--- config.mk ---
export PLATFORM = sky130hd
export DESIGN_NAME = idiv_cell
export DESIGN_NICKNAME = d
export VERILOG_FILES = /design/src/hw/rtl/idiv_pkg.sv /design/src/hw/rtl/idiv_cell.sv
export SDC_FILE = /design/constraint.sdc
export NUM_CORES = 1
export LEC_CHECK = 0
export ABC_AREA = 1
export BUFFER_PORTS_ARGS = -buffer_cell sky130_fd_sc_hd__buf_4
export CORE_AREA = 4 4 152 154
export CTS_BUF_LIST = sky130_fd_sc_hd__clkbuf_2 sky130_fd_sc_hd__clkbuf_4 sky130_fd_sc_hd__clkbuf_8
export CTS_CLUSTER_DIAMETER = 80
export DETAILED_ROUTE_END_ITERATION = 8
export DIE_AREA = 0 0 156 158
export PLACE_DENSITY_LB_ADDON = 0.15
export REMOVE_ABC_BUFFERS = 1
export SLEW_MARGIN = 20
export SYNTH_ARGS = -nofsm -noshare
export SYNTH_HDL_FRONTEND = slang
export SYNTH_SLANG_ARGS = --single-unit
--- constraint.sdc ---
create_clock -name i_clk -period 6 [get_ports i_clk]
set_input_delay 1.2 -clock i_clk [delete_from_list [all_inputs] [get_ports i_clk]]
set_output_delay 1.2 -clock i_clk [all_outputs]
set_load 0.03 [all_outputs]
--- src/hw/rtl/idiv_pkg.sv ---
// Shared types and constants for the pipelined integer divider.
// Used by idiv_prep, idiv_cell, idiv_post and integer_divider_32_64.
`default_nettype none

package idiv_pkg;

    // Operand and result widths.
    localparam int HALF_W = 32;
    localparam int FULL_W = 2 * HALF_W;

    // One cell per quotient bit of the full-width division.
    localparam int NUM_CELLS = FULL_W;

    // Request type codes. Code 3 is decoded by its high bit and acts as the wide mode.
    typedef enum logic [1:0] {
        REQ_SIGNED32   = 2'd0,
        REQ_UNSIGNED32 = 2'd1,
        REQ_UNSIGNED64 = 2'd2,
        REQ_UNSIGNED64_ALT = 2'd3
    } t_req_type;

    // Request payload.
    typedef struct packed {
        logic [1:0]        req_type;
        logic [HALF_W-1:0] dividend_low;
        logic [HALF_W-1:0] dividend_high;
        logic [HALF_W-1:0] denom_low;
        logic [HALF_W-1:0] denom_high;
    } t_req;

    // Result payload.
    typedef struct packed {
        logic [HALF_W-1:0] quotient;
        logic [HALF_W-1:0] remainder;
        logic              divide_by_zero;
    } t_rsp;

    // Data that travels from one cell to the next.
    typedef struct packed {
        logic              neg_q;   // negate quotient at the end
        logic              neg_r;   // negate remainder at the end
        logic              dz;      // divisor was zero
        logic              wide;    // 64-bit request, remainder forced to zero
        logic [FULL_W-1:0] dvd;     // dividend bits, quotient bits shift in at the bottom
        logic [FULL_W-1:0] rem;     // partial remainder
        logic [FULL_W-1:0] dsr;     // divisor magnitude
    } t_cell;

endpackage

`default_nettype wire

--- src/hw/rtl/idiv_cell.sv ---
// One restoring-division cell: produces one quotient bit and passes the operands on.
// Depends on idiv_pkg.
`default_nettype none

module idiv_cell
    import idiv_pkg::*;
(
    input  wire logic  i_clk,
    input  wire logic  i_rst_n,
    input  wire logic  i_valid,
    input  wire t_cell i_cell,
    output logic       o_valid,
    output t_cell      o_cell
);

    logic              r_valid;
    t_cell             r_cell;
    t_cell             n_cell;
    logic [FULL_W:0]   trial;
    logic [FULL_W+1:0] diff;
    logic              qbit;

    // Shift the next dividend bit into the remainder and try to subtract.
    always_comb begin
        trial  = {i_cell.rem, i_cell.dvd[FULL_W-1]};
        diff   = {1'b0, trial} - {2'b00, i_cell.dsr};
        qbit   = !diff[FULL_W+1];
        n_cell = i_cell;
        n_cell.dvd = {i_cell.dvd[FULL_W-2:0], qbit};
        n_cell.rem = qbit ? diff[FULL_W-1:0] : trial[FULL_W-1:0];
    end

    // Valid flag with reset.
    always_ff @(posedge i_clk) begin
        if (!i_rst_n) begin
            r_valid <= 1'b0;
        end else begin
            r_valid <= i_valid;
        end
    end

    // Payload register.
    always_ff @(posedge i_clk) begin
        r_cell <= n_cell;
    end

    assign o_valid = r_valid;
    assign o_cell  = r_cell;

endmodule

`default_nettype wire

==> flow_metrics.env <==
export IMPL_total_leakage_power_nw=8.85
export IMPL_register_clock_pin_slew_on_the_reported_worst_setup_and_hold_paths_ns=0.14
export IMPL_synth_edf_count=0
export IMPL_finalWirelength_um=43800
export IMPL_cts_made_buffers=17
export IMPL_final_critical_path_setup_slack_ns=2.04
export IMPL_number_of_placement_rows=54
export IMPL_remaining_drc_errors=0
export IMPL_mostFrequentLayoutCell="sky130_fd_sc_hd__nand2_1"
export IMPL_floorplan_die_height_um=158
export IMPL_cts_htree_levels=4
export IMPL_synth_seq_area_share=0.355
export IMPL_final_max_slew_violation_count=0
export IMPL_mappedNetlistArea_mm2=0.0111
export IMPL_grt_use_total=0.341
export IMPL_syn_avg_cell_area_um2=6.32
export IMPL_number_of_buffers_on_the_longest_clock_path=2
export IMPL_grt_max_degree=67
export IMPL_worst_ir_drop_vdd_mv=0.177
export IMPL_layout_drive_gt1_share=0.217
export IMPL_final_hold_viol_count=0
export IMPL_tightestPinTransition_ns=0.876
export IMPL_floorplan_die_width_um=156
export IMPL_ctsHoldBuffers=0
export IMPL_grt_pass1_vias=11900
export IMPL_clock_sink_count=197
export IMPL_slew_limit_headroom=0.416
export IMPL_holdCritStartpoint="i_cell[11]"
export IMPL_outcome="finished, final reports clean"
export IMPL_worstHoldPathType="in2reg"
export IMPL_synth_top_cell_area_share=0.355
export IMPL_synth_main_ff_cell="sky130_fd_sc_hd__dfxtp_1"
export IMPL_design_die_area_mm2=0.0246
export IMPL_timing_worst_setup_path_type="in2reg"
export IMPL_fin_crit_sh=0.660
export IMPL_synthTopCellsByArea="sky130_fd_sc_hd__dfxtp_1, sky130_fd_sc_hd__nand2_1, sky130_fd_sc_hd__inv_1, sky130_fd_sc_hd__ha_1, sky130_fd_sc_hd__nand3_1"
export IMPL_detail_route_antenna_nets=0
export IMPL_via_per_inst=5.00
export IMPL_setup_violations_final=0
export IMPL_rsz0062_at_grt="false"
export IMPL_cts_root_buf="sky130_fd_sc_hd__clkbuf_8"
export IMPL_number_of_distinct_standard_cells_referenced_by_the_synthesized_netlist=35
export IMPL_detailroute_wirelength_met3_um=3880
export IMPL_highest_layer="met5"
export IMPL_dr_pass1_iters=5
export IMPL_post_place_ws_ns=1.59
export IMPL_timing_hold_worst_path_depth=1
export IMPL_totalNegativeSetupSlack_ns=0
export IMPL_fmax_ghz=0.253
export IMPL_grt_first_pass_wirelength_um=64800
export IMPL_routed_wire_length_per_instance_um=17.9
export IMPL_setup_worst_path_start_class="input pin"
export IMPL_detail_route_wirelength_met1_um=17000
export IMPL_final_critical_path_time_including_i_o_delays_and_setup_ns=3.96
export IMPL_floorplan_core_area_mm2=0.0217
export IMPL_critical_path_max_fanout=66
export IMPL_most_area_hungry_cell_type_in_the_yosys_netlist="sky130_fd_sc_hd__dfxtp_1"
export IMPL_synthesis_yosys_warnings=0
export IMPL_portBuffers=395
export IMPL_post_synth_inst_count=1755
export IMPL_mostFrequentLayoutCells="sky130_fd_sc_hd__nand2_1, sky130_fd_sc_hd__buf_4, sky130_fd_sc_hd__inv_1"
export IMPL_cts_tree="built"
export IMPL_worstPathArrival_ns=4.35
export IMPL_final_weighted_congestion_in_routability_driven_placement=0.982
export IMPL_syn2layout_area_growth_pct=32.6
export IMPL_post_cts_buffers=0
export IMPL_via_count=12200
export IMPL_max_cap_violations=0
export IMPL_antenna_found_initial=2
export IMPL_crit_required_ns=6.39
export IMPL_cts_resized=0
export IMPL_met2WireLength_um=21000
export IMPL_powerDensity_mw_per_mm2=256
export IMPL_floorplan_initialDensity=0.512
export IMPL_nature_of_the_critical_path_endpoint="flop"
export IMPL_asyncSetResetFlopFracSynth=0
export IMPL_holdPathEnd="o_cell[11]"
export IMPL_dp_hpwl_um=36600
export IMPL_ios=396
export IMPL_first_iter_violations=931
export IMPL_globalRouteOverflowTotal=0
export IMPL_finalNetCount=2414
export IMPL_synth_seq_cells=197
-- critical path, stage by stage --
cell and delay, ns:
sky130_fd_sc_hd__buf_4 0.08, sky130_fd_sc_hd__inv_1 0.03, sky130_fd_sc_hd__ha_1 0.33, sky130_fd_sc_hd__nand2_1 0.08
sky130_fd_sc_hd__nand2_1 0.09, sky130_fd_sc_hd__nand2_1 0.08, sky130_fd_sc_hd__nand2_1 0.10, sky130_fd_sc_hd__inv_2 0.07
sky130_fd_sc_hd__nand3_2 0.12, sky130_fd_sc_hd__nand2_1 0.15, sky130_fd_sc_hd__nand2_2 0.12, sky130_fd_sc_hd__nand2_1 0.12
sky130_fd_sc_hd__nand2_2 0.08, sky130_fd_sc_hd__nand2_4 0.60, sky130_fd_sc_hd__nand2_4 0.70, sky130_fd_sc_hd__o21ai_0 0.35
-- routing by layer --
metal  GRT usage  vias to the layer above
met2       0.586                      616
li1            -                     6035
met5           0                        -
met3      0.0697                      105
met1       0.417                     5468
met4       0.140                        2
-- registers in the layout, indices dropped and copies added (netlist names) --
| name | count |
|---|---|
| o_valid | 1 |
| o_cell | 196 |
-- worst max-delay path by stage --
stage / from / end / cells past startpoint
4_1_cts: i_cell[8] / o_cell[96] / 17
3_5_place_dp: i_cell[8] / o_cell[106] / 17
6_report: i_cell[6] / o_cell[64] / 16
3_3_place_gp: i_cell[6] / o_cell[64] / 16
5_1_grt: i_cell[8] / o_cell[64] / 16
2_1_floorplan: i_cell[56] / o_cell[64] / 12
-- cells in the mapped netlist, drive strengths merged, types with 2 or more instances --
cell type / count
a21oi: 45
and2: 3
and3: 2
buf: 13
clkbuf: 7
dfxtp: 197
ha: 64
inv: 384
nand2: 696
nand3: 147
nand3b: 8
nand4: 16
nor2: 118
nor3: 10
nor4: 6
o21ai: 5
xor2: 30
-- power breakdown --
| part | internal (mW) | leakage [nW] | switching, mW |
|---|---|---|---|
| clock | 0.332 | 0.209 | 0.607 |
| combinational | 0.470 | 6.98 | 0.874 |
| sequential | 1.44 | 1.66 | 0.0483 |
| total | 2.25 | 8.85 | 1.53 |
-- through the flow --
| stage | cells | hold WS, ns | total power [mW] | instance area [um2] | util |
|---|---|---|---|---|---|
| finish | 2444 | 0.796 | 3.77 | 14700 | 0.678 |
| CTS | 2443 | 0.789 | 3.77 | 14700 | 0.678 |
| global placement | 2411 | 1.30 | 2.82 | 14300 | 0.659 |
| global route | 2444 | 0.772 | 3.95 | 14700 | 0.678 |
| detailed placement | 2411 | 1.31 | 2.84 | 14300 | 0.659 |
| floorplan | 1735 | 1.23 | 2.30 | 11000 | - |
-- kinds of logic (layout without fill, tap and decap cells) --
group | Yosys count | count (layout) | synth area share
AND/OR/NAND/NOR | 1006 | 1006 | 0.380
AO/OA/AOI/OAI | 51 | 51 | 0.0239
flip-flops | 197 | 197 | 0.355
other | 0 | 1 | 0
adder cells (fa/ha/maj) | 65 | 65 | 0.0740
XOR/XNOR | 31 | 31 | 0.0245
buffers and inverters | 405 | 813 | 0.142
-- layout make-up --
type,count,area [um2]
Multi-Input combinational cell,1153,5570
Inverter,385,1450
Sequential cell,197,3940
Timing Repair Buffer,396,2970
Clock inverter,15,195
Tap cell,280,350
Fill cell,1878,6970
Clock buffer,17,234
Antenna cell,1,2.50
Power figures use the tool's default switching activity.
