## config.mk

```make
export PLATFORM = sky130hd
export DESIGN_NAME = idiv_post
export DESIGN_NICKNAME = d
export VERILOG_FILES = /design/src/hw/rtl/idiv_pkg.sv /design/src/hw/rtl/idiv_post.sv
export SDC_FILE = /design/constraint.sdc
export NUM_CORES = 1
export LEC_CHECK = 0
export BUFFER_PORTS_ARGS = -buffer_cell sky130_fd_sc_hd__buf_4
export CORE_ASPECT_RATIO = 0.7
export CORE_MARGIN = 10
export CORE_UTILIZATION = 41
export CTS_CLUSTER_SIZE = 14
export DETAILED_ROUTE_END_ITERATION = 12
export GPL_TIMING_DRIVEN = 0
export HOLD_SLACK_MARGIN = 0.12
export PLACE_DENSITY = 0.86
export SETUP_SLACK_MARGIN = 0.2
export SLEW_MARGIN = 20
export SYNTH_ARGS = -nofsm -noshare
export SYNTH_HDL_FRONTEND = slang
export SYNTH_SLANG_ARGS = --single-unit
```

## constraint.sdc

```tcl
create_clock -name i_clk -period 3.95 [get_ports i_clk]
set_input_delay 0.1975 -clock i_clk [delete_from_list [all_inputs] [get_ports i_clk]]
set_output_delay 0.1975 -clock i_clk [all_outputs]
set_load 0.01 [all_outputs]
```

## src/hw/rtl/idiv_pkg.sv

```systemverilog
// Shared types and constants for the pipelined integer divider.
// Used by idiv_prep, idiv_cell, idiv_post and integer_divider_32_64.
`default_nettype none

package idiv_pkg;

    // Operand and result widths.
    localparam int HALF_W = 32;
    localparam int FULL_W = 2 * HALF_W;

    // One cell per quotient bit of the full-width division.
    localparam int NUM_CELLS = FULL_W;

    // Request type codes. Code 3 is decoded by its high bit and acts as the wide mode.
    typedef enum logic [1:0] {
        REQ_SIGNED32   = 2'd0,
        REQ_UNSIGNED32 = 2'd1,
        REQ_UNSIGNED64 = 2'd2,
        REQ_UNSIGNED64_ALT = 2'd3
    } t_req_type;

    // Request payload.
    typedef struct packed {
        logic [1:0]        req_type;
        logic [HALF_W-1:0] dividend_low;
        logic [HALF_W-1:0] dividend_high;
        logic [HALF_W-1:0] denom_low;
        logic [HALF_W-1:0] denom_high;
    } t_req;

    // Result payload.
    typedef struct packed {
        logic [HALF_W-1:0] quotient;
        logic [HALF_W-1:0] remainder;
        logic              divide_by_zero;
    } t_rsp;

    // Data that travels from one cell to the next.
    typedef struct packed {
        logic              neg_q;   // negate quotient at the end
        logic              neg_r;   // negate remainder at the end
        logic              dz;      // divisor was zero
        logic              wide;    // 64-bit request, remainder forced to zero
        logic [FULL_W-1:0] dvd;     // dividend bits, quotient bits shift in at the bottom
        logic [FULL_W-1:0] rem;     // partial remainder
        logic [FULL_W-1:0] dsr;     // divisor magnitude
    } t_cell;

endpackage

`default_nettype wire

```

## src/hw/rtl/idiv_post.sv

```systemverilog
// Output stage of the divider: applies signs, zero-divisor and wide-mode rules.
// Depends on idiv_pkg.
`default_nettype none

module idiv_post
    import idiv_pkg::*;
(
    input  wire logic  i_clk,
    input  wire logic  i_rst_n,
    input  wire logic  i_valid,
    input  wire t_cell i_cell,
    output logic       o_done,
    output t_rsp       o_rsp
);

    logic              r_done;
    t_rsp              r_rsp;
    t_rsp              n_rsp;
    logic [HALF_W-1:0] q_lo;
    logic [HALF_W-1:0] r_lo;

    // Sign correction and forced-zero cases.
    always_comb begin
        q_lo = i_cell.dvd[HALF_W-1:0];
        r_lo = i_cell.rem[HALF_W-1:0];
        n_rsp.divide_by_zero = i_cell.dz;
        if (i_cell.dz) begin
            n_rsp.quotient = '0;
        end else if (i_cell.neg_q) begin
            n_rsp.quotient = ~q_lo + HALF_W'(1);
        end else begin
            n_rsp.quotient = q_lo;
        end
        if (i_cell.dz || i_cell.wide) begin
            n_rsp.remainder = '0;
        end else if (i_cell.neg_r) begin
            n_rsp.remainder = ~r_lo + HALF_W'(1);
        end else begin
            n_rsp.remainder = r_lo;
        end
    end

    // Result strobe with reset.
    always_ff @(posedge i_clk) begin
        if (!i_rst_n) begin
            r_done <= 1'b0;
        end else begin
            r_done <= i_valid;
        end
    end

    // Result register.
    always_ff @(posedge i_clk) begin
        r_rsp <= n_rsp;
    end

    assign o_done = r_done;
    assign o_rsp  = r_rsp;

endmodule

`default_nettype wire

```

==> reports/qor.yml, run 1 <==
status: "finished, final reports clean"
final_antenna_net_count: 0
setup_viol: 0
design_area_sq_um: 4430
rsz0062_at_grt: "no"
fp.dieH_um: 92.0
htree_levels: 3
relSlewSlack_pct: 50.4
cp_max_fo: 9
start_util_pct: 41.9
multi_input_area_sq_um: 1630
syn_nets: 533
syn_inst: 332
setup-tns-final_ns: 0
fin_ws_ns: 1.84
placed_cells: 566
layout.area.seq_sq_um: 1320
hold_class: "in -> reg"
crit_chain: "buf_4 -> nor4_2 -> nand4_1 -> o41ai_1 -> xor2_1 -> nor2_1"
ir_drop_v: 0.000223
critPathRequiredTime_ns: 4.14
tightest_slew_ns: 0.737
ys_warn_count: 0
synth_cell_types: 30
cts_tree: "yes"
syn_to_final_growth_pct: 45.7
final_common_cell: "buf_4"
power_density_nw_per_um2: 368
crit_start: "i_cell[70]"
ys_ff_latch: 66
root_buffer: "clkbuf_8"
grt_max_degree: 11
drc: 0
post_cts_buffers: 0
track_usage_pct: 17.0
layoutNonFillerInstCount: 585
grt_overflow: 0
cap_violations: 0
fill_cells: 643
holdPathEnd: "o_rsp[28]"
netlist_area_sq_um: 3040
clk_path_buf_depth: 2
grt_pass1_vias: 2926
drive_above_1_share_pct: 33.5
synth-seq-area-share_pct: 43.5
hold_viol_final: 0
cts_resized: 0
hold_depth: 3
final_cell_mix: "136 x buf_4, 69 x nor2_1, 66 x dfxtp_1"
fin_nets: 684
power_leakage_uw: 0.00197
drtIter0Drc: 178
io_pins: 265
crit_buf_inv: 1
die_x_um: 123
dpl-instance-area_sq_um: 4180
worstPathArrival_ns: 2.31
via_per_inst: 5.11
syn_avg_cell_area_sq_um: 9.15
path_delay_family: "simple AND/OR/NAND/NOR gates"
wl_um: 10200
critPathCaptureType: "register"
antenna_found_initial: 0
fin_crit_sh_pct: 53.5
slowest_delay_ns: 0.67
grt_pass1_wl_um: 15400
row_count: 26
first_pass_iters: 4
crit_slowest_cell: "nor4_2"
cts_hold_buf: 4
crit_type: "in -> reg"
dp_hpwl_um: 8230
via_count: 2992
core_area_sq_um: 7250
antennaDiodeCount: 0
worstHoldStart: "i_cell[91]"
die_area_sq_um: 11300
cts_inserted_buffers: 9
wl_per_cell_um: 17.5
cts.sinks: 66
clk_pin_slew_ns: 0.07
pre_cts_ws_ns: 1.61
min_period_ns: 2.11
gp_congestion: 0.902
fmax_ghz: 0.473
start_kind: "input pin"
report.final.slew_viol_count: 0
numPortBuffers: 136
==> layer usage <==
layer  share of wire [%]  global-route usage (%)  vias up
li1                    -                       -     1461
met1                  41                    20.7     1392
met2                  47                    27.8      124
met3                 9.3                    5.51       15
met4                 2.0                    4.79        0
met5                   0                       0        -
==> where the power goes <==
| group | internal, uW | switching [uW] |
|---|---|---|
| logic | 158 | 164 |
| clock network | 340 | 243 |
| registers | 710 | 12.7 |
| total | 1210 | 420 |
==> kinds of logic after synthesis <==
logic type / share of synthesized area (%)
multiplexers: 0.659
adder cells (fa/ha/maj): 0.823
buffers and inverters: 2.84
flip-flops: 43.5
AND/OR/NAND/NOR: 20.1
AO/OA/AOI/OAI: 14.8
XOR/XNOR: 17.3
==> worst max path at each step <==
stage                 to  slack (ns)  depth (start not counted)
2_1_floorplan  o_rsp[64]        2.02                          6
3_3_place_gp   o_rsp[22]        1.66                          6
3_5_place_dp   o_rsp[22]        1.61                          6
4_1_cts        o_rsp[22]        1.94                          6
5_1_grt        o_rsp[22]        1.76                          6
6_report       o_rsp[22]        1.84                          6
==> Yosys cell counts (all sizes together) <==
| cell type | instances | area, sq um |
|---|---|---|
| dfxtp | 66 | 1320 |
| inv | 5 | 18.8 |
| ha | 2 | 25.0 |
| nand2 | 14 | 52.6 |
| nand2b | 2 | 12.5 |
| xnor2 | 2 | 17.5 |
| or2 | 3 | 18.8 |
| clkbuf | 13 | 48.8 |
| nor2b | 2 | 12.5 |
| o41ai | 21 | 248 |
| nor2 | 69 | 259 |
| o31ai | 19 | 143 |
| nand4b | 2 | 17.5 |
| nor3 | 5 | 25.0 |
| mux2i | 2 | 20.0 |
| or3 | 6 | 37.5 |
| nor3b | 2 | 15.0 |
| buf | 3 | 18.8 |
| nand4 | 4 | 25.0 |
| nor4 | 9 | 62.6 |
| or4 | 5 | 41.3 |
| xor2 | 58 | 508 |
| and2 | 1 | 6.26 |
| nand3 | 5 | 25.0 |
| o21ai | 12 | 60.1 |
==> worst min-delay path, cell delays in order <==
cell    delay (ns)
buf_4         0.09
xor2_1        0.06
nor2_1        0.07
==> per-stage QoR <==
stage	total power, uW	hold slack [ns]	utilization [%]
2_1_floorplan	871	0.225	-
3_3_place_gp	1050	0.313	57.7
3_5_place_dp	1050	0.315	57.7
4_1_cts	1640	0.120	61.0
5_1_grt	1700	0.129	61.0
6_report	1630	0.127	61.0
==> flip-flops by register name (all words and copies together) (netlist names) <==
| register | count |
|---|---|
| o_rsp | 65 |
| o_done | 1 |
==> final cells by class <==
cell class / count / area share (%)
Inverter: 5 / 0.424
Clock buffer: 13 / 3.82
Sequential cell: 66 / 29.8
Timing Repair Buffer: 140 / 24.0
Multi-Input combinational cell: 245 / 36.9
Buffer: 16 / 1.53
Clock inverter: 2 / 0.791
Tap cell: 98 / 2.77
Power figures use the tool's default switching activity.
==> run 2, diff against run 1 <==
- CORE_UTILIZATION: 41 -> 38
- PLACE_DENSITY: 0.86 -> 0.81
- clock period: 3.95 -> 2.21 ns (I/O delays scaled with it)
==> reports/qor.yml, run 2 (synthesized netlist as in run 1, its figures left out) <==
report.final.slew_viol_count: 0  # unchanged
first_pass_iters: 5  # +1
final_util_pct: 66.0  # +4.9 points
dp_hpwl_um: 8460  # +2.7%
antenna_found_initial: 1  # +1
cts_inserted_buffers: 9  # unchanged
drc: 0  # unchanged
worstPathArrival_ns: 2.18  # -0.13 ns
drtIter0Drc: 199  # +12%
start_kind: "input pin"
crit_type: "in -> reg"
die_area_sq_um: 12000  # +6.4%
cap_violations: 0  # unchanged
fin_crit_sh_pct: 90.3
hold_slack_ns: 0.122  # -0.00420 ns
grt_max_degree: 13  # +2
wl_per_cell_um: 18.2  # +4.1%
grt_pass1_wl_um: 17800  # +16%
grt_overflow: 0  # unchanged
track_usage_pct: 18.3  # +1.3 points
setup_viol: 0  # unchanged
cts.sinks: 66  # unchanged
root_buffer: "clkbuf_16"
syn_to_final_growth_pct: 70.1
hold_viol_final: 0  # unchanged
crit_chain: "dlygate4sd3_1 -> buf_4 -> or3_1 -> or3_1 -> o41ai_1 -> xor2_1 -> nor2_1"
ir_drop_v: 0.000502  # +120%
status: "finished, final reports clean"
numPortBuffers: 136  # unchanged
drive_above_1_share_pct: 30.9  # -2.5 points
final_common_cell: "buf_4"
holdPathEnd: "o_rsp[62]"
htree_levels: 3  # unchanged
tightest_slew_ns: 0.671  # -0.0661 ns
grt_pass1_vias: 3411  # +17%
clk_path_buf_depth: 2  # unchanged
critPathRequiredTime_ns: 2.40  # -1.74 ns
power_leakage_uw: 0.00227  # +15%
relSlewSlack_pct: 54.8  # +4.4 points
min_period_ns: 1.99
worstHoldStart: "i_cell[157]"
clk_pin_slew_ns: 0.06  # about the same
gp_congestion: 0.904  # +0.29%
hold_depth: 3  # unchanged
cp_max_fo: 5  # -4
start_util_pct: 38.8  # -3.1 points
hold_class: "in -> reg"
io_pins: 265  # unchanged
largest_reg_flops: 65  # unchanged
via_per_inst: 5.22  # +2.1%
core_area_sq_um: 7840  # +8.0%
cp_common_cell: "or3_1"
fmax_ghz: 0.501
final_cell_mix: "139 x buf_4, 69 x nor2_1, 66 x dlygate4sd3_1, 66 x dfxtp_1, 58 x xor2_1"
rsz0062_at_grt: "yes"
via_count: 3420  # +14%
fill_cells: 618  # -3.9%
wl_um: 11900  # +17%
crit_slowest_cell: "dlygate4sd3_1"
cts_tree: "yes"
final_antenna_net_count: 0  # unchanged
fin_nets: 749  # +9.5%
row_count: 27  # +3.8%
die_x_um: 127  # +3.2%
fp.dieH_um: 94.8  # +3.0%
slowest_delay_ns: 0.54  # -0.13 ns
critPathCaptureType: "register"
power_density_nw_per_um2: 635  # +73%
==> run 2: changes by cell type in the layout (fill, tap and decap cells not counted) <==
cell           change
buf_4              +3
bufinv_16          -1
clkbuf_1           -1
clkbuf_16          +9
clkbuf_8          -11
clkinv_2           +1
clkinvlp_4         +3
diode_2            +1
dlygate4sd3_1     +62
inv_6              +1
nor3b_1            -1
nor3b_2            +1
nor4_1             -2
nor4_2             +2
==> run 2: worst max-delay path by stage <==
stage | slack (ns) | to | startpoint | cells after the start
floorplan | 0.36 | o_rsp[64] | i_cell[128] | 6
global placement | -0.09 | o_rsp[31] | i_cell[64] | 8
detailed placement | -0.12 | o_rsp[31] | i_cell[64] | 8
CTS | 0.24 | o_rsp[59] | i_cell[149] | 7
global route | 0.08 | o_rsp[61] | i_cell[154] | 7
finish | 0.22 | o_rsp[59] | i_cell[149] | 7
==> run 2: timing repair <==
action | 4_1_cts | 5_1_grt
endpoints found under the hold margin | 65 | 0
hold buffers | 66 | 0
setup endpoints to repair | 1 | 15
buffers inserted | 0 | 3
gates resized for setup | 1 | 2
pin swaps | 0 | 2
==> run 2: layout make-up <==
class | count | area, sq um | area share [%]
timing repair buffer | 205 | 1700 | 33.0
multi-input combinational | 245 | 1650 | 31.9
sequential | 66 | 1320 | 25.6
clock buffer | 10 | 239 | 4.62
tap | 101 | 126 | 2.44
buffer | 16 | 67.6 | 1.31
clock inverter | 6 | 41.3 | 0.799
inverter | 5 | 18.8 | 0.363
antenna | 1 | 2.50 | 0.0484
==> run 2: per-stage QoR <==
stage               worst slack [ns]  power (uW)  instance area, sq um  TNS [ns]  cells
floorplan                      0.365        1560                  3040         0    332
finish                         0.215        3290                  5170         0    655
global route                  0.0842        3420                  5170         0    655
global placement             -0.0878        1880                  4190    -0.157    569
CTS                            0.237        3300                  5130         0    651
detailed placement            -0.125        1890                  4190    -0.352    569
==> run 2: layer usage <==
metal	global-route usage (%)	wire (um)	up-vias
met5	0	0	-
met4	8.70	501	0
met3	6.38	1050	49
met2	30.0	5720	172
met1	21.1	4660	1596
li1	-	-	1603
==> run 2: critical path: cells and delay by family <==
kind	cells	cell delay (ns)
AO/OA/AOI/OAI	1	0.38
XOR/XNOR	1	0.20
buffers and inverters	2	0.70
AND/OR/NAND/NOR	3	0.80
==> run 2: power breakdown <==
group          internal, uW  switching (uW)
combinational           355             323
clock                   789             525
sequential             1270            24.2
total                  2410             872
==> run 3, diff against run 2 <==
==> constraint.sdc (replaced) <==
create_clock -name i_clk -period 2.21 [get_ports i_clk]
set_input_delay 0.442 -clock i_clk [delete_from_list [all_inputs] [get_ports i_clk]]
set_output_delay 0.442 -clock i_clk [all_outputs]
set_load 0.01 [all_outputs]
==> reports/qor.yml, run 3 (synthesized netlist as in run 1, its figures left out) <==
min_period_ns: 2.04  # +0.0499 ns
wl_per_cell_um: 18.2  # about the same
numPortBuffers: 136  # unchanged
track_usage_pct: 16.8  # -1.5 points
holdPathEnd: "o_rsp[0]"
dp_hpwl_um: 8520  # +0.71%
hold_depth: 1  # -2
ir_drop_v: 0.000419  # -16%
final_cell_mix: "136 x buf_4, 69 x nor2_1, 66 x dfxtp_1"
worstHoldStart: "i_cell[193]"
cts_tree: "yes"
core_area_sq_um: 7840  # unchanged
root_buffer: "clkbuf_16"
row_count: 27  # unchanged
cts_inserted_buffers: 9  # unchanged
drtIter0Drc: 249  # +25%
gp_congestion: 0.908  # +0.41%
hold_class: "in -> reg"
crit_type: "in -> reg"
drive_above_1_share_pct: 38.0  # +7.1 points
die_area_sq_um: 12000  # unchanged
p_total_uw: 3420  # +4.2%
critPathRequiredTime_ns: 2.40  # about the same
grt_pass1_vias: 3066  # -10%
start_kind: "input pin"
first_pass_iters: 4  # -1
setup-tns-final_ns: 0  # unchanged
rsz0062_at_grt: "yes"
via_count: 3067  # -10%
clk_path_buf_depth: 2  # unchanged
fin_crit_sh_pct: 92.5  # +2.3 points
cap_violations: 0  # unchanged
critPathCaptureType: "register"
grt_pass1_wl_um: 16200  # -9.1%
worstPathArrival_ns: 2.24  # +0.06 ns
final_common_cell: "buf_4"
antenna_found_initial: 0  # -1
final_antenna_net_count: 0  # unchanged
fp.dieH_um: 94.8  # unchanged
status: "finished, final reports clean"
report.final.slew_viol_count: 0  # unchanged
tightest_slew_ns: 0.708  # +0.0364 ns
start_util_pct: 38.8  # unchanged
power_leakage_uw: 0.00212  # -6.6%
fill_cells: 686  # +11%
setup_viol: 0  # unchanged
clk_pin_slew_ns: 0.05  # about the same
cp_max_fo: 5  # unchanged
die_x_um: 127  # unchanged
fmax_ghz: 0.489  # -2.4%
via_per_inst: 5.20  # -0.44%
io_pins: 265  # unchanged
power_density_nw_per_um2: 723  # +14%
largest_reg_flops: 65  # unchanged
grt_overflow: 0  # unchanged
antennaDiodeCount: 0  # -1
grt_max_degree: 13  # unchanged
htree_levels: 3  # unchanged
cts.sinks: 66  # unchanged
wl_um: 10700  # -10%
hold_viol_final: 0  # unchanged
fin_nets: 685  # -8.5%
drc: 0  # unchanged
relSlewSlack_pct: 52.8  # -2.0 points
syn_to_final_growth_pct: 55.8
## run 3: cell types whose count changed in the layout (fill, tap and decap cells not counted), sizes merged
cell | before | now
clkbuf | 23 | 24
inv | 6 | 5
clkinvlp | 3 | 1
dlygate4sd3 | 66 | 0
diode | 1 | 0
bufinv | 0 | 2
clkinv | 2 | 3
buf | 142 | 143
## run 3: report_power, final
| group | switching, uW | internal [uW] |
|---|---|---|
| Sequential | 22.8 | 1270 |
| Combinational | 307 | 289 |
| Clock | 514 | 1020 |
| Total | 844 | 2580 |
## run 3: through the flow
step | instances | utilization [%] | area (sq um) | worst slack (ns) | hold slack (ns)
after CTS | 589 | 58.8 | 4610 | 0.151 | 0.221
after global placement | 569 | 53.5 | 4200 | -0.367 | 0.557
after detailed placement | 569 | 53.5 | 4200 | -0.416 | 0.556
final | 590 | 60.4 | 4730 | 0.165 | 0.233
after global routing | 590 | 60.4 | 4730 | 0.129 | 0.223
after floorplan | 332 | - | 3050 | 0.0442 | 0.470
## run 3: area by class of cell
| cell class | count | area [sq um] | area share (%) |
|---|---|---|---|
| multi-input combinational | 245 | 1770 | 37.4 |
| tap | 101 | 126 | 2.67 |
| clock buffer | 10 | 239 | 5.05 |
| inverter | 5 | 18.8 | 0.396 |
| buffer | 16 | 77.6 | 1.64 |
| clock inverter | 6 | 90.1 | 1.90 |
| timing repair buffer | 141 | 1090 | 23.0 |
| sequential | 66 | 1320 | 27.9 |
## run 3: how the worst max path moves through the flow
| stage | to | slack [ns] | from |
|---|---|---|---|
| global route | o_rsp[54] | 0.13 | i_cell[128] |
| CTS | o_rsp[25] | 0.15 | i_cell[64] |
| finish | o_rsp[54] | 0.17 | i_cell[128] |
| global placement | o_rsp[22] | -0.37 | i_cell[70] |
| floorplan | o_rsp[60] | 0.04 | i_cell[128] |
| detailed placement | o_rsp[32] | -0.42 | i_cell[70] |
## run 3: layer usage
| metal | vias to the layer above | part of all wire (%) | GRT usage, % | wire [um] |
|---|---|---|---|---|
| met2 | 138 | 47 | 26.9 | 5090 |
| met1 | 1437 | 42 | 20.6 | 4510 |
| met4 | 0 | 2.3 | 6.90 | 244 |
| li1 | 1473 | - | - | - |
| met5 | - | 0 | 0 | 0 |
| met3 | 19 | 8.3 | 5.20 | 896 |
## run 3: worst max-delay path: stages
cell and delay [ns]:
buf_6 0.10, or4_4 0.53, or3_4 0.42, buf_12 0.16
o41ai_4 0.34, xor2_1 0.19, nor2_1 0.06
## run 3: what timing repair did
action	4_1_cts	5_1_grt
setup buffers	4	0
hold endpoints to repair	0	0
hold buffers	0	0
gates cloned	0	1
resized for setup	7	20
endpoints found under the setup margin	24	18
pin swaps	4	4
