--- src/hw/rtl/idiv_pkg.sv ---
// Shared types and constants for the pipelined integer divider.
// Used by idiv_prep, idiv_cell, idiv_post and integer_divider_32_64.
`default_nettype none

package idiv_pkg;

    // Operand and result widths.
    localparam int HALF_W = 32;
    localparam int FULL_W = 2 * HALF_W;

    // One cell per quotient bit of the full-width division.
    localparam int NUM_CELLS = FULL_W;

    // Request type codes. Code 3 is decoded by its high bit and acts as the wide mode.
    typedef enum logic [1:0] {
        REQ_SIGNED32   = 2'd0,
        REQ_UNSIGNED32 = 2'd1,
        REQ_UNSIGNED64 = 2'd2,
        REQ_UNSIGNED64_ALT = 2'd3
    } t_req_type;

    // Request payload.
    typedef struct packed {
        logic [1:0]        req_type;
        logic [HALF_W-1:0] dividend_low;
        logic [HALF_W-1:0] dividend_high;
        logic [HALF_W-1:0] denom_low;
        logic [HALF_W-1:0] denom_high;
    } t_req;

    // Result payload.
    typedef struct packed {
        logic [HALF_W-1:0] quotient;
        logic [HALF_W-1:0] remainder;
        logic              divide_by_zero;
    } t_rsp;

    // Data that travels from one cell to the next.
    typedef struct packed {
        logic              neg_q;   // negate quotient at the end
        logic              neg_r;   // negate remainder at the end
        logic              dz;      // divisor was zero
        logic              wide;    // 64-bit request, remainder forced to zero
        logic [FULL_W-1:0] dvd;     // dividend bits, quotient bits shift in at the bottom
        logic [FULL_W-1:0] rem;     // partial remainder
        logic [FULL_W-1:0] dsr;     // divisor magnitude
    } t_cell;

endpackage

`default_nettype wire

--- src/hw/rtl/idiv_prep.sv ---
// Input stage of the divider: decodes the request into unsigned magnitudes.
// Depends on idiv_pkg.
`default_nettype none

module idiv_prep
    import idiv_pkg::*;
(
    input  wire logic  i_clk,
    input  wire logic  i_rst_n,
    input  wire logic  i_valid,
    input  wire t_req  i_req,
    output logic       o_valid,
    output t_cell      o_cell
);

    logic        r_valid;
    t_cell       r_cell;
    t_cell       n_cell;
    logic        nneg;
    logic        dneg;
    logic [HALF_W-1:0] mag_n;
    logic [HALF_W-1:0] mag_d;

    // Magnitudes of the 32-bit operands in signed mode.
    always_comb begin
        nneg  = (i_req.req_type == REQ_SIGNED32) && i_req.dividend_low[HALF_W-1];
        dneg  = (i_req.req_type == REQ_SIGNED32) && i_req.denom_low[HALF_W-1];
        mag_n = nneg ? (~i_req.dividend_low + HALF_W'(1)) : i_req.dividend_low;
        mag_d = dneg ? (~i_req.denom_low + HALF_W'(1)) : i_req.denom_low;
    end

    // Build the first cell's operands; 32-bit modes run zero-extended.
    always_comb begin
        n_cell     = '0;
        n_cell.rem = '0;
        if (i_req.req_type[1]) begin
            n_cell.wide  = 1'b1;
            n_cell.dvd   = {i_req.dividend_high, i_req.dividend_low};
            n_cell.dsr   = {i_req.denom_high, i_req.denom_low};
            n_cell.dz    = ({i_req.denom_high, i_req.denom_low} == '0);
        end else begin
            n_cell.wide  = 1'b0;
            n_cell.dvd   = {{HALF_W{1'b0}}, mag_n};
            n_cell.dsr   = {{HALF_W{1'b0}}, mag_d};
            n_cell.dz    = (i_req.denom_low == '0);
            n_cell.neg_q = nneg ^ dneg;
            n_cell.neg_r = nneg;
        end
    end

    // Valid flag with reset.
    always_ff @(posedge i_clk) begin
        if (!i_rst_n) begin
            r_valid <= 1'b0;
        end else begin
            r_valid <= i_valid;
        end
    end

    // Operand register.
    always_ff @(posedge i_clk) begin
        r_cell <= n_cell;
    end

    assign o_valid = r_valid;
    assign o_cell  = r_cell;

endmodule

`default_nettype wire

--- config.mk ---
export PLATFORM = sky130hd
export DESIGN_NAME = idiv_prep
export DESIGN_NICKNAME = d
export VERILOG_FILES = /design/src/hw/rtl/idiv_pkg.sv /design/src/hw/rtl/idiv_prep.sv
export SDC_FILE = /design/constraint.sdc
export NUM_CORES = 1
export LEC_CHECK = 0
export BUFFER_PORTS_ARGS = -buffer_cell sky130_fd_sc_hd__buf_4
export CAP_MARGIN = 20
export CORE_AREA = 2 2 129 131
export DETAILED_ROUTE_END_ITERATION = 10
export DIE_AREA = 0 0 131 133
export GPL_ROUTABILITY_DRIVEN = 0
export PLACE_DENSITY = 0.65
export SLEW_MARGIN = 10
export SYNTH_ARGS = -nofsm -noshare
export SYNTH_HDL_FRONTEND = slang
export SYNTH_SLANG_ARGS = --single-unit
--- constraint.sdc ---
create_clock -name i_clk -period 2 [get_ports i_clk]
set_input_delay 0.4 -clock i_clk [delete_from_list [all_inputs] [get_ports i_clk]]
set_output_delay 0.4 -clock i_clk [all_outputs]
set_load 0.01 [all_outputs]
==> flow_summary.ini, run 1 <==
[finish]
layout-drive-gt1-share = 0.4332
n_fill_cell = 1519
final_common_cell = buf_4
seq_area_sq_mm = 0.002663
mostFrequentLayoutCells = buf_4, dfxtp_1, and2_1
multiInputGateArea_sq_mm = 0.002042
n_antenna_cell = 0
area_growth_pct = 57.90
layout.nets = 931

[cts]
clockBufferDepth = 2
clk_pin_slew_ns = 0.06
cts-buffers-inserted = 17
postCtsHoldBufs = 0
clkSinkCount = 133
cts_tree = built
ctsRootBufferMaster = clkbuf_16
cts_resized = 0
cts_setup_buffers = 0
htree_levels = 4

[global_route]
grt_pass1_wl_microns = 21020
grt_max_degree = 69
first_global_vias = 3922
track_usage = 0.1608
antenna_found_initial = 0
grt-ovfl-total = 0

[timing]
period_share = 0.9084
rsz0062_at_grt = no
min_period_ns = 1.817
finalWorstSetupSlack_ns = 0.1832
finalSetupTns_ns = 0
slew_viol_final = 0
hold_violations = 0
worst_pin_slew_ns = 0.5194
slew-limit-headroom = 0.6529
fmax_mhz = 550.4
setup_violations = 0

[die]
start_util = 0.3106
die_area_sq_mm = 0.01742
rows = 47
ios = 330
coreArea_sq_mm = 0.01617
die_y_microns = 133
dieWidth_microns = 131

[setup_path]
required_ns = 2.29
worst-path-stages = 6
worst-path-max-fanout = 3
endpoint_kind = flip-flop
path_delay_family = simple AND/OR/NAND/NOR gates
crit_start = i_req[32]
worst_path_largest_cell_delay_ns = 0.59
critPathSlowestCell = or4_1
crit_type = in -> reg
cp.arrival_ns = 2.11
crit_path_cell_trace = buf_4 > or4_1 > or4b_4 > nor3_2 > a21oi_1 > xor2_1
crit_buf_inv = 1
startpoint_type = primary input

[logic_synthesis]
ys_ff_latch = 133
synthArstFlopShare = 0
syn_avg_cell_area_sq_um = 10.33
netlist_top_cells_area = dfxtp_1, buf_4, and2_1
synthCells = 486
synthFlopType = dfxtp_1
ys_seq_area_frac = 0.5301
ys_warn_count = 0
ys_types = 38
syn-cell-area_sq_mm = 0.005022
yosysTopAreaCell = dfxtp_1
synth_edf_count = 0
synth.top_cell.area_share = 0.5301

[run]
maxCapViolations = 0

[worst_hold_path]
holdCritPathClass = in -> reg
holdPathStages = 2
holdPathEnd = o_cell[195]$_SDFF_PP0_
worstHoldStart = i_req[128]

[detailed_routing]
wirelength_microns = 14600
first_pass_iters = 4
ant_nets = 0
via_per_inst = 4.113
dr.first_iter.drc_count = 137
wl_per_cell_microns = 14.20
remaining_drc_errors = 0
via_count = 4228

[power_and_ir_drop]
power_density_mw_per_mm2 = 908.1
p_leak_nw = 3.784
ir_drop_uv = 542.2

[placed_design]
pre_cts_slack_ns = -0.2569
io_buffers = 265
dpl.hpwl_microns = 11640

[run_status]
status = completed
## logic make-up (layout without fill, tap and decap cells)
family,Yosys count,in the layout,synth area share
xor gates and xnor gates,59,59,0.1029
other,1,64,0.0007467
DFF,133,133,0.5301
and+or+nand+nor,157,157,0.1883
buffers and inverters,85,344,0.1116
adders and majority gates,2,2,0.004982
AOI/OAI and AO/OA,49,49,0.06129
## how the worst max path moves through the flow
stage                               end  slack [ns]
finish               o_cell[13]$_DFF_P_        0.18
CTS                 o_cell[159]$_DFF_P_        0.17
global placement    o_cell[159]$_DFF_P_       -0.25
floorplan            o_cell[30]$_DFF_P_        0.02
global route        o_cell[152]$_DFF_P_        0.08
detailed placement  o_cell[159]$_DFF_P_       -0.26
## state kept, by name, indices dropped and copies added (netlist names)
| register | cells |
|---|---|
| o_cell | 132 |
| o_valid | 1 |
## per-stage QoR
stage | area (sq um) | instances | power (W) | util | hold WS, ns
floorplan | 5259 | 549 | 0.003394 | - | 0.4277
global placement | 7297 | 997 | 0.003961 | 0.4512 | 0.5929
detailed placement | 7297 | 997 | 0.003968 | 0.4512 | 0.5913
CTS | 7924 | 1028 | 0.007307 | 0.4900 | 0.1521
global route | 7930 | 1028 | 0.007495 | 0.4904 | 0.1576
finish | 7930 | 1028 | 0.007201 | 0.4904 | 0.1777
## report_power, final
group / switching, W / leakage, nW / total (W) / internal, W
clock: 0.00120 / 0.306 / 0.00330 / 0.00210
sequential: 0.0000551 / 1.11 / 0.00290 / 0.00284
combinational: 0.000458 / 2.36 / 0.00100 / 0.000546
total: 0.00172 / 3.78 / 0.00720 / 0.00548
## routing by layer
layer | part of all wire | global-route usage | up-vias
li1 | - | - | 2101
met2 | 0.50 | 0.2801 | 213
met1 | 0.38 | 0.1733 | 1894
met4 | 0.019 | 0.06501 | 0
met5 | 0 | 0 | -
met3 | 0.10 | 0.06066 | 20
## final cells by class
cell class,count,area share
inverter,7,0.003313
clock buffer,17,0.05364
tap,220,0.03471
timing repair buffer,306,0.2897
sequential,133,0.3358
multi-input combinational,331,0.2575
clock inverter,14,0.02540
## synth_stat cells (2+ instances only)
cell / n
ha_1: 2
nor3_1: 7
nor3_2: 2
xnor2_1: 33
or2_2: 2
nand2_1: 10
inv_1: 7
a31oi_1: 3
nor4_1: 11
or3_1: 7
nand2b_1: 2
dfxtp_1: 133
o21ai_0: 16
nor2_1: 28
or4_1: 5
nand4_1: 2
or4_4: 3
nand3_1: 2
o31ai_1: 10
buf_4: 64
nor3b_1: 2
o41ai_1: 4
and2_1: 67
o31a_1: 2
a21oi_1: 12
clkbuf_1: 13
xor2_1: 26
(Power assumes the default switching activity.)
==> inputs of run 2 (changes only) <==
--- a/config.mk
+++ b/config.mk
@@ -5,13 +5,14 @@
 export SDC_FILE = /design/constraint.sdc
 export NUM_CORES = 1
 export LEC_CHECK = 0
+export ABC_AREA = 1
 export BUFFER_PORTS_ARGS = -buffer_cell sky130_fd_sc_hd__buf_4
 export CAP_MARGIN = 20
 export CORE_AREA = 2 2 129 131
 export DETAILED_ROUTE_END_ITERATION = 10
 export DIE_AREA = 0 0 131 133
 export GPL_ROUTABILITY_DRIVEN = 0
-export PLACE_DENSITY = 0.65
+export PLACE_DENSITY = 0.72
 export SLEW_MARGIN = 10
 export SYNTH_ARGS = -nofsm -noshare
 export SYNTH_HDL_FRONTEND = slang
==> run 2 against run 1 <==
  * Critical path depth is 5 lower
  * Combinational power rose by 13%
  * Sequential cell count unchanged
  * Die area unchanged
  * Non-clock buffer count fell by 36
  * Total power fell by 2.7%
  * Final cell count up 31%
  * Hold slack worse by 0.085 ns
  * Fmax grew 37%
==> flow_summary.ini, run 2 <==
[timing]
rsz0062_at_grt = no
slew_viol_final = 0
slew-limit-headroom = 0.5609
setup_violations = 0
min_period_ns = 1.324
hold_violations = 0
fmax_mhz = 755.1
finalSetupTns_ns = 0
period_share = 0.6621
worst_pin_slew_ns = 0.6587

[setup_path]
startpoint_type = flip-flop
worst-path-stages = 1
endpoint_kind = output port
path_delay_family = flip-flops
required_ns = 1.60
cp.arrival_ns = 0.92
crit_type = reg -> out
critPathSlowestCell = dfxtp_1
crit_start = o_cell[130]$_DFF_P_
crit_buf_inv = 1
crit_path_cell_trace = buf_4
crit_end = o_cell[130]
worst-path-max-fanout = 1
worst_path_largest_cell_delay_ns = 0.37

[logic_synthesis]
synthArstFlopShare = 0
netlist_top_cells_area = dfxtp_1, nand2_1, inv_1
synth_edf_count = 0
synth_common_cells = nand2_1, inv_1, dfxtp_1
syn-cell-area_sq_mm = 0.006062
synthCells = 843
ys_ff_latch = 133
syn_avg_cell_area_sq_um = 7.191
ys_warn_count = 0
ys_seq_area_frac = 0.4392
ys_types = 32
yosysTopAreaCell = dfxtp_1
synth_most_common_cell = nand2_1
synth.top_cell.area_share = 0.4392
synthFlopType = dfxtp_1

[die]
die_area_sq_mm = 0.01742
rows = 47
die_y_microns = 133
coreArea_sq_mm = 0.01617
ios = 330
start_util = 0.3749
dieWidth_microns = 131

[power_and_ir_drop]
p_leak_nw = 4.892
power_density_mw_per_mm2 = 814.5
ir_drop_uv = 554.6

[cts]
clockBufferDepth = 2
clkSinkCount = 133
cts-buffers-inserted = 17
postCtsHoldBufs = 0
clk_pin_slew_ns = 0.06
ctsRootBufferMaster = clkbuf_16
cts_resized = 0
cts_setup_buffers = 0
cts_tree = built
htree_levels = 4

[global_route]
antenna_found_initial = 0
grt-ovfl-total = 0
met1_usage = 0.2164
grt_max_degree = 67
gr-usage-met3 = 0.05540
grt.busiest_layer = met2
use_met2 = 0.3457
first_global_vias = 5168
grt_pass1_wl_microns = 25930
track_usage = 0.1961

[finish]
final_core_util = 0.5320
largest_reg_flops = 132
final_common_cell = buf_4
layout.nets = 1251
n_fill_cell = 1568
mostFrequentLayoutCells = buf_4, nand2_1, inv_1
n_antenna_cell = 0
layout-drive-gt1-share = 0.2905
area_growth_pct = 41.92

[detailed_routing]
wl_per_cell_microns = 13.14
via_count = 5745
wirelength_microns = 17730
ant_nets = 0
dr.first_iter.drc_count = 360
first_pass_iters = 4
via_per_inst = 4.259
remaining_drc_errors = 0

[placed_design]
dpl.hpwl_microns = 14300
io_buffers = 265

[worst_hold_path]
holdCritPathClass = in -> reg

[run_status]
status = completed

[run]
maxCapViolations = 0
[run 2: changes by cell type after synthesis, moves of 10 or more]
cell / before / now
nand3_1: 2 / 37
o31ai_1: 10 / 0
nor4_1: 11 / 0
nand2_1: 10 / 230
and2_1: 67 / 1
inv_1: 7 / 148
nand4_1: 2 / 14
clkbuf_1: 13 / 2
xnor2_1: 33 / 9
nor2_1: 28 / 111
[run 2: logic make-up after synthesis]
logic type | Yosys count | share of synthesized area
DFF | 133 | 0.4392
other | 1 | 0.0006186
AOI/OAI and AO/OA | 19 | 0.01713
adders and majority gates | 2 | 0.004127
xor gates and xnor gates | 37 | 0.05346
and+or+nand+nor | 422 | 0.2972
buffers and inverters | 229 | 0.1882
[run 2: layer usage]
metal | part of all wire | routed length [microns]
met4 | 0.024 | 418
met3 | 0.10 | 1795
met1 | 0.38 | 6712
met2 | 0.50 | 8800
met5 | 0 | 0
[run 2: area by class of cell]
class,count,area (sq um),area share
flip-flops and latches,133,2663,0.3095
multi-input cells,544,2495,0.2900
repair buffers,270,2039,0.2371
inverters,150,563.0,0.06545
clock buffers,17,425.4,0.04945
well taps,220,275.3,0.03200
clock inverters,15,142.6,0.01658
[run 2: power by group]
| group | internal [W] | switching [W] |
|---|---|---|
| logic | 0.000536 | 0.000597 |
| clock network | 0.00165 | 0.00132 |
| registers | 0.00285 | 0.0000591 |
| total | 0.00503 | 0.00198 |
[run 2: worst min-delay path by stage]
stage / from / end / slack, ns / cells past startpoint
floorplan: i_req[32] / o_cell[0]$_DFF_P_ / 0.43 / 0
global placement: i_req[96] / o_cell[128]$_DFF_P_ / 0.51 / 1
detailed placement: i_req[96] / o_cell[128]$_DFF_P_ / 0.52 / 1
CTS: i_req[96] / o_cell[128]$_DFF_P_ / 0.07 / 1
global route: i_req[96] / o_cell[128]$_DFF_P_ / 0.08 / 1
finish: i_req[96] / o_cell[128]$_DFF_P_ / 0.09 / 1
[run 2: stage by stage]
step	setup WS (ns)	total power [W]	cells	hold slack [ns]	cell area, sq um
2_1_floorplan	0.5646	0.003533	906	0.4277	6299
3_3_place_gp	0.3415	0.004084	1317	0.5136	8035
3_5_place_dp	0.3105	0.004098	1317	0.5157	8035
4_1_cts	0.6225	0.007094	1349	0.06968	8603
5_1_grt	0.6226	0.007310	1349	0.08022	8603
6_report	0.6757	0.007008	1349	0.09282	8603
==> inputs of run 3 (changes only) <==
--- a/config.mk
+++ b/config.mk
@@ -5,14 +5,14 @@
 export SDC_FILE = /design/constraint.sdc
 export NUM_CORES = 1
 export LEC_CHECK = 0
-export ABC_AREA = 1
+export ABC_AREA = 0
 export BUFFER_PORTS_ARGS = -buffer_cell sky130_fd_sc_hd__buf_4
 export CAP_MARGIN = 20
-export CORE_AREA = 2 2 129 131
+export CORE_AREA = 2 2 127 129
 export DETAILED_ROUTE_END_ITERATION = 10
-export DIE_AREA = 0 0 131 133
+export DIE_AREA = 0 0 129 131
 export GPL_ROUTABILITY_DRIVEN = 0
-export PLACE_DENSITY = 0.72
+export PLACE_DENSITY = 0.64
 export SLEW_MARGIN = 10
 export SYNTH_ARGS = -nofsm -noshare
 export SYNTH_HDL_FRONTEND = slang
==> constraint.sdc (replaced) <==
create_clock -name i_clk -period 1.3 [get_ports i_clk]
set_input_delay 0.26 -clock i_clk [delete_from_list [all_inputs] [get_ports i_clk]]
set_output_delay 0.26 -clock i_clk [all_outputs]
set_load 0.01 [all_outputs]
==> run 3 against run 2 <==
  * The run now ends with negative setup slack left
  * Sequential cell count unchanged
  * Die area decreased by 3.0%
  * Hold slack got worse by 0.055 ns
  * Critical endpoint is now o_cell[26]$_DFF_P_
==> flow_summary.ini, run 3 (same netlist as run 1, synthesis figures left out) <==
[detailed_routing]
remaining_drc_errors = 0
first_pass_iters = 4
via_per_inst = 4.230
wl_per_cell_microns = 14.61
ant_nets = 0
dr.first_iter.drc_count = 118
via_count = 4556
wirelength_microns = 15740

[worst_hold_path]
holdCritPathClass = in -> reg

[finish]
stdcell_area_sq_mm = 0.008827
layout-drive-gt1-share = 0.5319
final_core_util = 0.5659
final_common_cell = buf_4
n_antenna_cell = 0
largest_reg_flops = 132
layout.nets = 984
area_growth_pct = 75.76
n_fill_cell = 1336
mostFrequentLayoutCells = buf_4, dfxtp_1, and2_1
fin_cells = 1077

[timing]
finalWorstSetupSlack_ns = -0.2763
hold_violations = 0
slew_viol_final = 0
fmax_mhz = 634.4
rsz0062_at_grt = yes
period_share = 1.213
min_period_ns = 1.576
setup_violations = 35

[setup_path]
cp.arrival_ns = 1.87
cp_common_cell = buf_6
crit_type = in -> reg
worst_path_largest_cell_delay_ns = 0.55
worst-path-max-fanout = 6
required_ns = 1.60
crit_path_cell_trace = buf_6 > or4_4 > or3_4 > nor3_4 > buf_6 > a21oi_2 > xor2_1
startpoint_type = primary input
endpoint_kind = flip-flop
critPathSlowestCell = or4_4

[power_and_ir_drop]
p_leak_nw = 4.162
power_density_mw_per_mm2 = 1231
ir_drop_uv = 860.3

[cts]
cts-buffers-inserted = 17
clkSinkCount = 133
cts_tree = built
ctsRootBufferMaster = clkbuf_16
clockBufferDepth = 2
htree_levels = 4
clk_pin_slew_ns = 0.06

[global_route]
first_global_vias = 4429
grt_pass1_wl_microns = 22560
antenna_found_initial = 0
grt-ovfl-total = 0
grt_max_degree = 69
track_usage = 0.1784

[die]
ios = 330
rows = 46
dieWidth_microns = 129
die_area_sq_mm = 0.01690
die_y_microns = 131
start_util = 0.3220
coreArea_sq_mm = 0.01560

[run]
maxCapViolations = 0

[placed_design]
io_buffers = 265
dpl.hpwl_microns = 12330
dpl_cell_area_sq_mm = 0.007754
placed_cells = 1032

[run_status]
violations = negative setup slack
status = finished with violations
==> run 3: stage by stage <==
| stage | setup WS (ns) | TNS (ns) | hold slack (ns) | power, W |
|---|---|---|---|---|
| finish | -0.2763 | -5.102 | 0.03789 | 0.01087 |
| global route | -0.2903 | -6.439 | 0.01672 | 0.01132 |
| CTS | -0.2330 | -3.185 | 0.01070 | 0.01098 |
| detailed placement | -0.7369 | -27.64 | 0.3967 | 0.006214 |
| global placement | -0.7028 | -26.65 | 0.3896 | 0.006185 |
| floorplan | -0.5070 | -13.77 | 0.2877 | 0.005242 |
==> run 3: final cells by class <==
cell class                      count  area, sq um  share of cell area
Clock inverter                     11        126.4             0.01432
Clock buffer                       20        446.7             0.05060
Timing Repair Buffer              359         2813              0.3186
Inverter                            7        26.28            0.002977
Tap cell                          216        270.3             0.03062
Sequential cell                   133         2663              0.3016
Multi-Input combinational cell    331         2482              0.2812
==> run 3: worst paths after layout <==
| path | startpoint | endpoint | slack [ns] | cells after the start |
|---|---|---|---|---|
| max | i_req[51] | o_cell[26]$_DFF_P_ | -0.28 | 7 |
| min | i_req[117] | o_cell[149]$_DFF_P_ | 0.04 | 2 |
==> run 3: per-layer routing <==
layer,vias up,routed length [microns],global-route usage
met2,227,8390,0.3377
met1,2078,5165,0.1617
met3,43,1524,0.06759
met4,0,654,0.1061
li1,2208,-,-
met5,-,0,0
==> run 3: critical path: cells and delay by family <==
family,cells,cell delay [ns]
AOI/OAI and AO/OA,1,0.05
xor gates and xnor gates,1,0.15
buffers and inverters,2,0.23
and+or+nand+nor,3,1.17
==> run 3: repair_timing <==
item	CTS	global route
pin swaps	24	18
endpoints found under the hold margin	1	0
resized for setup	53	26
hold buffers	1	0
setup buffers	8	5
endpoints found under the setup margin	38	43
==> run 3: report_power, final <==
group	leakage [nW]	total [W]	internal, W	switching [W]
clock	0.269	0.00466	0.00287	0.00179
sequential	1.11	0.00446	0.00437	0.0000843
combinational	2.78	0.00175	0.000963	0.000789
total	4.16	0.0109	0.00821	0.00266
